### src/rtl/mpf_pkg.sv
// ----------------------------------------------------------------------------
// mpf_pkg
// Shared sizes, types and helpers of the two-dimensional peak finder.
// ----------------------------------------------------------------------------
package mpf_pkg;

  // Matrix limits and element width
  localparam int unsigned MaxRows = 64;
  localparam int unsigned MaxCols = 64;
  localparam int unsigned DataW   = 32;

  // Derived storage sizes
  localparam int unsigned Depth = MaxRows * MaxCols;
  localparam int unsigned AddrW = $clog2(Depth);
  localparam int unsigned RowW  = $clog2(MaxRows);
  localparam int unsigned ColW  = $clog2(MaxCols);
  localparam int unsigned PtrW  = AddrW + 1;

  // Register and result field widths
  localparam int unsigned DimW     = 7;
  localparam int unsigned IterW    = 3;
  localparam int unsigned CfgIdxW  = 1;
  localparam int unsigned CfgDataW = 7;

  // Configuration register indexes
  localparam logic [CfgIdxW-1:0] CfgNumRows = 1'b0;
  localparam logic [CfgIdxW-1:0] CfgNumCols = 1'b1;

  localparam logic [DimW-1:0] DimResetVal = DimW'(64);

  // Effective matrix dimensions, already clamped
  typedef struct packed {
    logic [DimW-1:0] rows;
    logic [DimW-1:0] cols;
  } dims_t;

  // Matrix store access request
  typedef struct packed {
    logic             we;
    logic [AddrW-1:0] waddr;
    logic [DataW-1:0] wdata;
    logic             re;
    logic [AddrW-1:0] raddr;
  } mem_req_t;

  // Zero counts as one, anything above the limit counts as the limit
  function automatic logic [DimW-1:0] clamp_dim(input logic [DimW-1:0] v,
                                                input logic [DimW-1:0] lim);
    logic [DimW-1:0] r;
    if (v == '0) begin
      r = DimW'(1);
    end else if (v > lim) begin
      r = lim;
    end else begin
      r = v;
    end
    return r;
  endfunction

endpackage

### src/rtl/mpf_ctrl.sv
// ----------------------------------------------------------------------------
// mpf_ctrl
// Load sequencer and row-halving search engine around the matrix store.
// ----------------------------------------------------------------------------
module mpf_ctrl (
  input  logic                            clk_i,
  input  logic                            rst_ni,
  input  logic                            start,
  output logic                            busy,
  input  logic [mpf_pkg::DataW-1:0]       element_value_i,
  input  logic                            last_element_i,
  input  mpf_pkg::dims_t                  dims_i,
  output mpf_pkg::mem_req_t               mem_req_o,
  input  logic [mpf_pkg::DataW-1:0]       mem_rdata_i,
  output logic                            done_o,
  output logic [mpf_pkg::RowW-1:0]        peak_row_o,
  output logic [mpf_pkg::ColW-1:0]        peak_col_o,
  output logic [mpf_pkg::IterW-1:0]       iteration_count_o
);
  import mpf_pkg::*;

  typedef enum logic [2:0] {
    S_IDLE,
    S_MID,
    S_SCAN,
    S_LAST,
    S_UP,
    S_DN,
    S_DEC
  } state_e;

  state_e            state_q, state_d;
  logic [PtrW-1:0]   ptr_q, ptr_d;
  logic [RowW-1:0]   lo_q, lo_d;
  logic [RowW-1:0]   hi_q, hi_d;
  logic [RowW-1:0]   mid_q, mid_d;
  logic [AddrW-1:0]  base_q, base_d;
  logic [ColW-1:0]   col_q, col_d;
  logic              scan_vld_q, scan_vld_d;
  logic [ColW-1:0]   scan_col_q, scan_col_d;
  logic [DataW-1:0]  best_q, best_d;
  logic [ColW-1:0]   best_col_q, best_col_d;
  logic              up_win_q, up_win_d;
  logic [DataW-1:0]  win_q, win_d;
  logic [IterW-1:0]  iter_q, iter_d;
  logic              done_q, done_d;
  logic [RowW-1:0]   out_row_q, out_row_d;
  logic [ColW-1:0]   out_col_q, out_col_d;
  logic [IterW-1:0]  out_iter_q, out_iter_d;

  logic [2*DimW-1:0]    total;
  logic [RowW:0]        bound_sum;
  logic [RowW+DimW-1:0] base_prod;
  logic                 dn_win;

  assign total     = dims_i.rows * dims_i.cols;
  assign bound_sum = {1'b0, lo_q} + {1'b0, hi_q};
  assign base_prod = bound_sum[RowW:1] * dims_i.cols;
  assign dn_win    = ((DimW'(mid_q) + DimW'(1)) < dims_i.rows) && (mem_rdata_i > win_q);

  always_comb begin
    state_d    = state_q;
    ptr_d      = ptr_q;
    lo_d       = lo_q;
    hi_d       = hi_q;
    mid_d      = mid_q;
    base_d     = base_q;
    col_d      = col_q;
    scan_vld_d = 1'b0;
    scan_col_d = scan_col_q;
    best_d     = best_q;
    best_col_d = best_col_q;
    up_win_d   = up_win_q;
    win_d      = win_q;
    iter_d     = iter_q;
    done_d     = 1'b0;
    out_row_d  = out_row_q;
    out_col_d  = out_col_q;
    out_iter_d = out_iter_q;
    mem_req_o  = '0;

    // Fold returning row data: keep the first column holding the maximum
    if (scan_vld_q && ((scan_col_q == '0) || (mem_rdata_i > best_q))) begin
      best_d     = mem_rdata_i;
      best_col_d = scan_col_q;
    end

    unique case (state_q)
      // Load one element per item; the last one launches the search
      S_IDLE: begin
        if (start) begin
          if ((2*DimW)'(ptr_q) < total) begin
            mem_req_o.we    = 1'b1;
            mem_req_o.waddr = ptr_q[AddrW-1:0];
            mem_req_o.wdata = element_value_i;
            ptr_d           = ptr_q + PtrW'(1);
          end
          if (last_element_i) begin
            lo_d    = '0;
            hi_d    = RowW'(dims_i.rows - DimW'(1));
            iter_d  = '0;
            ptr_d   = '0;
            state_d = S_MID;
          end
        end
      end
      // Pick the middle row and its base address
      S_MID: begin
        mid_d   = bound_sum[RowW:1];
        base_d  = base_prod[AddrW-1:0];
        col_d   = '0;
        state_d = S_SCAN;
      end
      // Stream the row out of the store
      S_SCAN: begin
        mem_req_o.re    = 1'b1;
        mem_req_o.raddr = base_q + AddrW'(col_q);
        scan_vld_d      = 1'b1;
        scan_col_d      = col_q;
        if (DimW'(col_q) == dims_i.cols - DimW'(1)) begin
          state_d = S_LAST;
        end else begin
          col_d = col_q + ColW'(1);
        end
      end
      // Last row element folds in here
      S_LAST: begin
        state_d = S_UP;
      end
      // Neighbor above
      S_UP: begin
        mem_req_o.re    = 1'b1;
        mem_req_o.raddr = base_q - AddrW'(dims_i.cols) + AddrW'(best_col_q);
        state_d         = S_DN;
      end
      // Neighbor below; above value returns
      S_DN: begin
        mem_req_o.re    = 1'b1;
        mem_req_o.raddr = base_q + AddrW'(dims_i.cols) + AddrW'(best_col_q);
        up_win_d        = (mid_q != '0) && (mem_rdata_i > best_q);
        win_d           = up_win_d ? mem_rdata_i : best_q;
        state_d         = S_DEC;
      end
      // Below value returns: move or stop
      S_DEC: begin
        iter_d = iter_q + IterW'(1);
        if (!dn_win && up_win_q && (mid_q > lo_q)) begin
          hi_d    = mid_q - RowW'(1);
          state_d = S_MID;
        end else if (dn_win && (mid_q < hi_q)) begin
          lo_d    = mid_q + RowW'(1);
          state_d = S_MID;
        end else begin
          done_d     = 1'b1;
          out_row_d  = mid_q;
          out_col_d  = best_col_q;
          out_iter_d = iter_q + IterW'(1);
          state_d    = S_IDLE;
        end
      end
      default: begin
        state_d = S_IDLE;
      end
    endcase
  end

  // State and registered outputs
  always_ff @(posedge clk_i or negedge rst_ni) begin
    if (!rst_ni) begin
      state_q    <= S_IDLE;
      ptr_q      <= '0;
      lo_q       <= '0;
      hi_q       <= '0;
      mid_q      <= '0;
      base_q     <= '0;
      col_q      <= '0;
      scan_vld_q <= 1'b0;
      scan_col_q <= '0;
      best_q     <= '0;
      best_col_q <= '0;
      up_win_q   <= 1'b0;
      win_q      <= '0;
      iter_q     <= '0;
      done_q     <= 1'b0;
      out_row_q  <= '0;
      out_col_q  <= '0;
      out_iter_q <= '0;
    end else begin
      state_q    <= state_d;
      ptr_q      <= ptr_d;
      lo_q       <= lo_d;
      hi_q       <= hi_d;
      mid_q      <= mid_d;
      base_q     <= base_d;
      col_q      <= col_d;
      scan_vld_q <= scan_vld_d;
      scan_col_q <= scan_col_d;
      best_q     <= best_d;
      best_col_q <= best_col_d;
      up_win_q   <= up_win_d;
      win_q      <= win_d;
      iter_q     <= iter_d;
      done_q     <= done_d;
      out_row_q  <= out_row_d;
      out_col_q  <= out_col_d;
      out_iter_q <= out_iter_d;
    end
  end

  assign busy              = (state_q != S_IDLE);
  assign done_o            = done_q;
  assign peak_row_o        = out_row_q;
  assign peak_col_o        = out_col_q;
  assign iteration_count_o = out_iter_q;

  // Checks
  a_done_after_dec: assert property (@(posedge clk_i) disable iff (!rst_ni)
    done_q |-> $past(state_q == S_DEC))
    else $error("result strobe without a final decision");

  a_write_only_idle: assert property (@(posedge clk_i) disable iff (!rst_ni)
    mem_req_o.we |-> (state_q == S_IDLE))
    else $error("store written during search");

  a_bounds_ordered: assert property (@(posedge clk_i) disable iff (!rst_ni)
    (state_q != S_IDLE) |-> (lo_q <= hi_q))
    else $error("row bounds crossed");

  a_scan_in_row: assert property (@(posedge clk_i) disable iff (!rst_ni)
    (state_q == S_SCAN) |-> (DimW'(col_q) < dims_i.cols))
    else $error("row scan past last column");

  a_ptr_reset_on_done: assert property (@(posedge clk_i) disable iff (!rst_ni)
    done_q |-> (ptr_q == '0))
    else $error("load pointer not rewound after search");

endmodule

### config.mk
export PLATFORM = sky130hd
export DESIGN_NAME = mpf_ctrl
export DESIGN_NICKNAME = d
export VERILOG_FILES = /design/src/rtl/mpf_pkg.sv /design/src/rtl/mpf_ctrl.sv
export SDC_FILE = /design/constraint.sdc
export NUM_CORES = 1
export LEC_CHECK = 0
export BUFFER_PORTS_ARGS = -buffer_cell sky130_fd_sc_hd__buf_2
export CAP_MARGIN = 10
export CORE_ASPECT_RATIO = 2
export CORE_UTILIZATION = 40
export DETAILED_ROUTE_END_ITERATION = 10
export GPL_TIMING_DRIVEN = 0
export PLACE_DENSITY_LB_ADDON = 0.1
export REMOVE_ABC_BUFFERS = 1
export SYNTH_ARGS = -nofsm -noshare
export SYNTH_HDL_FRONTEND = slang
export SYNTH_SLANG_ARGS = --single-unit
export TNS_END_PERCENT = 20
### constraint.sdc
create_clock -name clk_i -period 8.52 [get_ports clk_i]
set_input_delay 0.426 -clock clk_i [delete_from_list [all_inputs] [get_ports clk_i]]
set_output_delay 0.426 -clock clk_i [all_outputs]
set_load 0.05 [all_outputs]
* Word level (Yosys, flattened, before mapping) *
Cells that the tools add are included.

storage, ports and cells
  flip-flop bits (word level) = 149
  output and inout port bits = 75
  logic and storage cells = 109

cells by class
  add/sub/neg operators = 14
  multiply operators = 2
  $lt $le $gt $ge = 6
  eq/ne operators = 14
  muxes and demuxes = 31
  bitwise gates (word level) = 2
  reduce and logical (&&, ||, !) cells = 22

operator list
  kind                                                                number
  45-bit two-way mux                                                  3
  32-bit > comparator                                                 2
  6-bit two-way mux                                                   8
  13-bit case mux with 3 select lines                                 1
  12-bit by 6-bit adder with 12-bit output                            3
  6-bit case mux with 2 select lines                                  3
  32-bit two-way mux                                                  1
  13-bit two-way mux                                                  2
  3-bit case mux with 7 select lines                                  1
  3-bit two-way mux                                                   5
  13-bit by 14-bit less-than comparator with 1-bit output             1
  7-bit by 7-bit multiplier with 14-bit output                        1
  2-bit inequality test, second input constant                        7
  13-bit by 1-bit adder with 13-bit output, second input constant     1
  12-bit by 7-bit adder with 12-bit output                            1
  6-bit by 1-bit adder with 6-bit output, second input constant       2
  6-bit by 7-bit multiplier with 12-bit output                        1
  3-bit AND reduction                                                 4
  12-bit by 7-bit subtractor with 12-bit output                       1
  6-bit by 1-bit subtractor with 6-bit output, second input constant  2
  3-bit equality test, second input constant                          3
  6-bit by 1-bit adder with 7-bit output, second input constant       1
  6-bit by 6-bit adder with 7-bit output                              1
  6-bit by 7-bit equality test with 1-bit output                      1
  other kinds (21)                                                    35

* Longest topological paths before layout *
  depth in word-level cells = 8
  depth in mapped cells = 29
  mapped depth without buffers = 27

* Worst setup path before layout *
Ideal clock, no wire load.

  path kind = input to output
  from = input port dims_i[3] in the netlist's numbering
  to = output port mem_req_o[46] in the netlist's numbering
  arrival time = 7183 ps
  data required time = 8094 ps
  setup slack = 911 ps
  stages = 28
  buffers on the path = 2
  path through = clkbuf_1 -> inv_1 -> nor2_1 -> fa_1 -> inv_1 -> fa_1 -> inv_1 -> fa_1 -> inv_1 -> fa_1 -> inv_1 -> ha_1 -> inv_1 -> a21oi_1 -> o21ai_0 -> a21oi_1 -> o21ai_0 -> mux2_2 -> a2111oi_0 -> ha_1 -> nand3_1 -> nor2_1 -> a2bb2oi_1 -> a31oi_1 -> mux2_2 -> nor2_1 -> clkbuf_1 -> and2_1

RTL lines
  what             RTL line        text
  start, declared  mpf_ctrl.sv:12  input mpf_pkg::dims_t dims_i,
  end, declared    mpf_ctrl.sv:13  output mpf_pkg::mem_req_t mem_req_o,

==> summary.txt <==
Synthesis
  – Synth Flop Type: dfrtp_1
  – FF+latch count, synth: 149
  – Area leader, netlist: dfrtp_1
  – Number of synthesized flops with an enable pin: 0
  – Synth warn: 0
  – Seq/Total Area, Yosys: 27.4%
  – Synth top area share: 27.4%
  – Post-Synthesis Mean Instance Area: 8.71 sq um
  – Asr flop ratio synth: 100%
  – Count of unique library cells instantiated by Yosys: 66
  – Top post-synthesis cells by area: dfrtp_1 (27%), ha_1 (17%), fa_1 (8.7%)
  – Post-Syn Instances: 1,562
  – Synth Cell Area: 13,600 sq um

STA
  – RSZ-0062 raised after global routing: no
  – Max_slew headroom: 23.2%
  – Tcrit/Tclk final: 94.0%
  – Total negative slack: 0 ns
  – Setup Skew: 0.0164 ns
  – Final setup viols: 0
  – Highest clock rate: 125 MHz
  – Shortest period the worst path allows: 8.01 ns
  – Final hold vios: 0
  – Slew of the pin with the lowest slew margin: 1.15 ns
  – Max-slew violations: 0

Global route
  – GRT overflow: 0
  – M2 GR Usage: 47.0%
  – GR Util met1: 22.9%
  – Initial antenna violation count: 0
  – Number of global-route vias before repair: 12,300
  – Largest net degree at the start of global routing: 79
  – First-pass GRT wire length: 62.8 mm
  – Met3 GRT Util: 2.68%
  – GRT Resource Usage Total: 23.1%
  – GRT busiest layer: met2

Die
  – Initial core utilization: 40.6%
  – Io pins: 157
  – Row cnt: 95
  – Die Y-Extent: 263 um
  – Die area: 34,800 sq um
  – Core box area: 33,500 sq um
  – Chip Width: 132 um

Hold path
  – Worst min-delay path category: input port to flop
  – Min-Delay Startpoint: last_element_i
  – Worst Hold Path EP: ptr_q[1]
  – Worst hold path cell count: 2

Layout
  – Number of fill cells in the layout: 3,385
  – Non-filler instance count after layout: 2,137
  – Area Growth Syn to Fin: 13.7%
  – Fraction of final layout cells sized beyond drive strength 1: 15.2%
  – Final nets: 2,016
  – # diodes: 0
  – Register area: 3730 sq um
  – Most frequent cells in the layout: inv_1 (187), ha_1 (187), buf_2 (155)
  – Multi-input gate area: 8980 sq um

Critical path
  – CP max-delay cell: fa_1
  – CP max stage delay: 0.54 ns
  – Worst R2R Path Depth: 19
  – Arrival @ worst endpoint: 7.59 ns
  – Crit-path most repeated cell: inv_1
  – Critical Path RT: 8.09 ns
  – Worst Path Max Fanout: 35
  – Reg-to-reg startpoint: lo_q[1]
  – Crit path capture type: primary output
  – Reg2reg setup slack: 3.20 ns
  – Worst Setup Start Kind: input port
  – Critical path class: input port to primary output
  – Capturing point of the worst reg2reg path: base_q[10]

Power
  – Gate power share: 67.6%
  – Power Density: 399 nW/um^2
  – Clk pwr share: 12.1%
  – Pleak: 7.90 nW
  – Net Sw Power: 0.00314 W
  – Pint: 0.00304 W
  – Worst VDD drop: 0.177 mV
  – Sw frac: 50.8%
  – Sequential Power Share: 20.3%

CTS
  – Clk root buf: clkbuf_16
  – Clock H-tree levels: 4
  – Inserted Clock Buffers: 17
  – CTS tree: built
  – Clock sink count: 149
  – Clk buf depth: 2
  – # Post-CTS Setup Buffers: 0
  – Clock Pin Slew Worst Setup and Hold Paths: 0.07 ns
  – Skew-Pair Late Insertion Delay: 0.46 ns

Placement
  – Placed instance count: 2,104
  – HPWL Detailed: 30.3 mm
  – Final GP Congestion: 0.850
  – Port Buffers: 156

Drt
  – DR pass1 iterations: 4
  – DRC: 0
  – Post-Route WL: 38.6 mm
  – Iter 0 DRT Violations: 419
  – Vias per cell: 5.31
  – ANT nets after route: 0
  – DR vias: 11,300
  – WL/cell: 18.1 um

Flow run
  – Max Cap Violations: 0

Outcome
  – Outcome: completed
-- worst max-delay path: cells and delay by family --
family / cells / cell delay, ns
AOI/OAI and AO/OA: 7 / 1.42
adders and majority gates: 6 / 2.74
buffers and inverters: 9 / 1.32
muxes: 2 / 0.79
and+or+nand+nor: 5 / 0.88
-- stage by stage --
stage	setup WS (ns)	area [sq um]	total power (W)	hold slack [ns]	utilization, %
after detailed placement	0.368	14900	0.00548	0.475	44.4
after CTS	0.318	15500	0.00627	0.212	46.1
after global routing	0.0303	15500	0.00686	0.225	46.1
after global placement	-0.532	14700	0.00534	0.487	43.9
after floorplan	0.370	13400	0.00433	0.130	-
final	0.508	15500	0.00617	0.216	46.1
-- how the worst max path moves through the flow --
| stage | startpoint | to | slack (ns) |
|---|---|---|---|
| final | dims_i[3] | mem_req_o[42] | 0.51 |
| after global routing | dims_i[3] | mem_req_o[30] | 0.03 |
| after CTS | dims_i[3] | mem_req_o[42] | 0.32 |
| after detailed placement | dims_i[3] | mem_req_o[42] | 0.37 |
| after global placement | dims_i[3] | mem_req_o[30] | -0.53 |
| after floorplan | dims_i[3] | mem_req_o[13] | 0.37 |
-- flip-flops by register name, indices dropped and copies added, names as in the netlist, 6 cells and up --
signal,count
ptr_q,13
hi_q,6
base_q,12
best_col_q,6
scan_col_q,6
col_q,6
best_q,32
mid_q,6
win_q,32
peak_col_o,6
peak_row_o,6
lo_q,6
-- per-layer routing --
metal / share of wire [%] / up-vias / routed length, um
li1: - / 5567 / -
met1: 37 / 5530 / 14200
met2: 58 / 181 / 22300
met3: 2.4 / 63 / 920
met4: 3.1 / 0 / 1180
met5: 0 / - / 0
-- area by class of cell --
cell class	count	area share (%)
tap	436	3.53
timing repair buffer	164	6.04
clock buffer	19	2.86
multi-input combinational	1166	58.1
clock inverter	13	0.785
inverter	190	4.61
sequential	149	24.1
-- power by group through the flow --
| stage | clock (W) | sequential, W | combinational (W) |
|---|---|---|---|
| after global placement | 0 | 0.00126 | 0.00409 |
| after CTS | 0.000767 | 0.00126 | 0.00425 |
| after detailed placement | 0 | 0.00127 | 0.00421 |
| after floorplan | 0 | 0.00126 | 0.00307 |
| after global routing | 0.000791 | 0.00130 | 0.00477 |
| final | 0.000749 | 0.00125 | 0.00417 |
-- kinds of logic (layout without fill, tap and decap cells) --
| logic type | Yosys count | after routing | share of synthesized area, % |
|---|---|---|---|
| AOI/OAI and AO/OA | 319 | 319 | 14.3 |
| xor gates and xnor gates | 70 | 70 | 4.51 |
| adders and majority gates | 246 | 246 | 25.9 |
| buffers and inverters | 247 | 386 | 6.88 |
| DFF | 149 | 149 | 27.4 |
| muxes | 54 | 54 | 4.46 |
| and+or+nand+nor | 477 | 477 | 16.6 |
-- timing repair --
action                                  4_1_cts  5_1_grt
endpoints found under the setup margin        0       34
hold buffers                                  1        0
gates resized for setup                       0        1
endpoints found under the hold margin        29        0
-- Yosys cell counts (all sizes together) (6+ instances only) --
| library cell | n |
|---|---|
| clkbuf | 52 |
| a22o | 6 |
| and3 | 6 |
| nand3 | 56 |
| nor2b | 12 |
| mux2 | 50 |
| o21a | 10 |
| o21bai | 7 |
| nor3 | 19 |
| o21ai | 111 |
| ha | 187 |
| o31ai | 6 |
| fa | 59 |
| xor2 | 22 |
| nand4 | 19 |
| a21oi | 72 |
| dfrtp | 149 |
| nand2b | 7 |
| xnor2 | 48 |
| nor2 | 121 |
| a31oi | 39 |
| nor4 | 7 |
| a21o | 27 |
| inv | 187 |
| and2 | 68 |
| nand2 | 144 |
| a22oi | 6 |
Power figures use the tool's default switching activity.
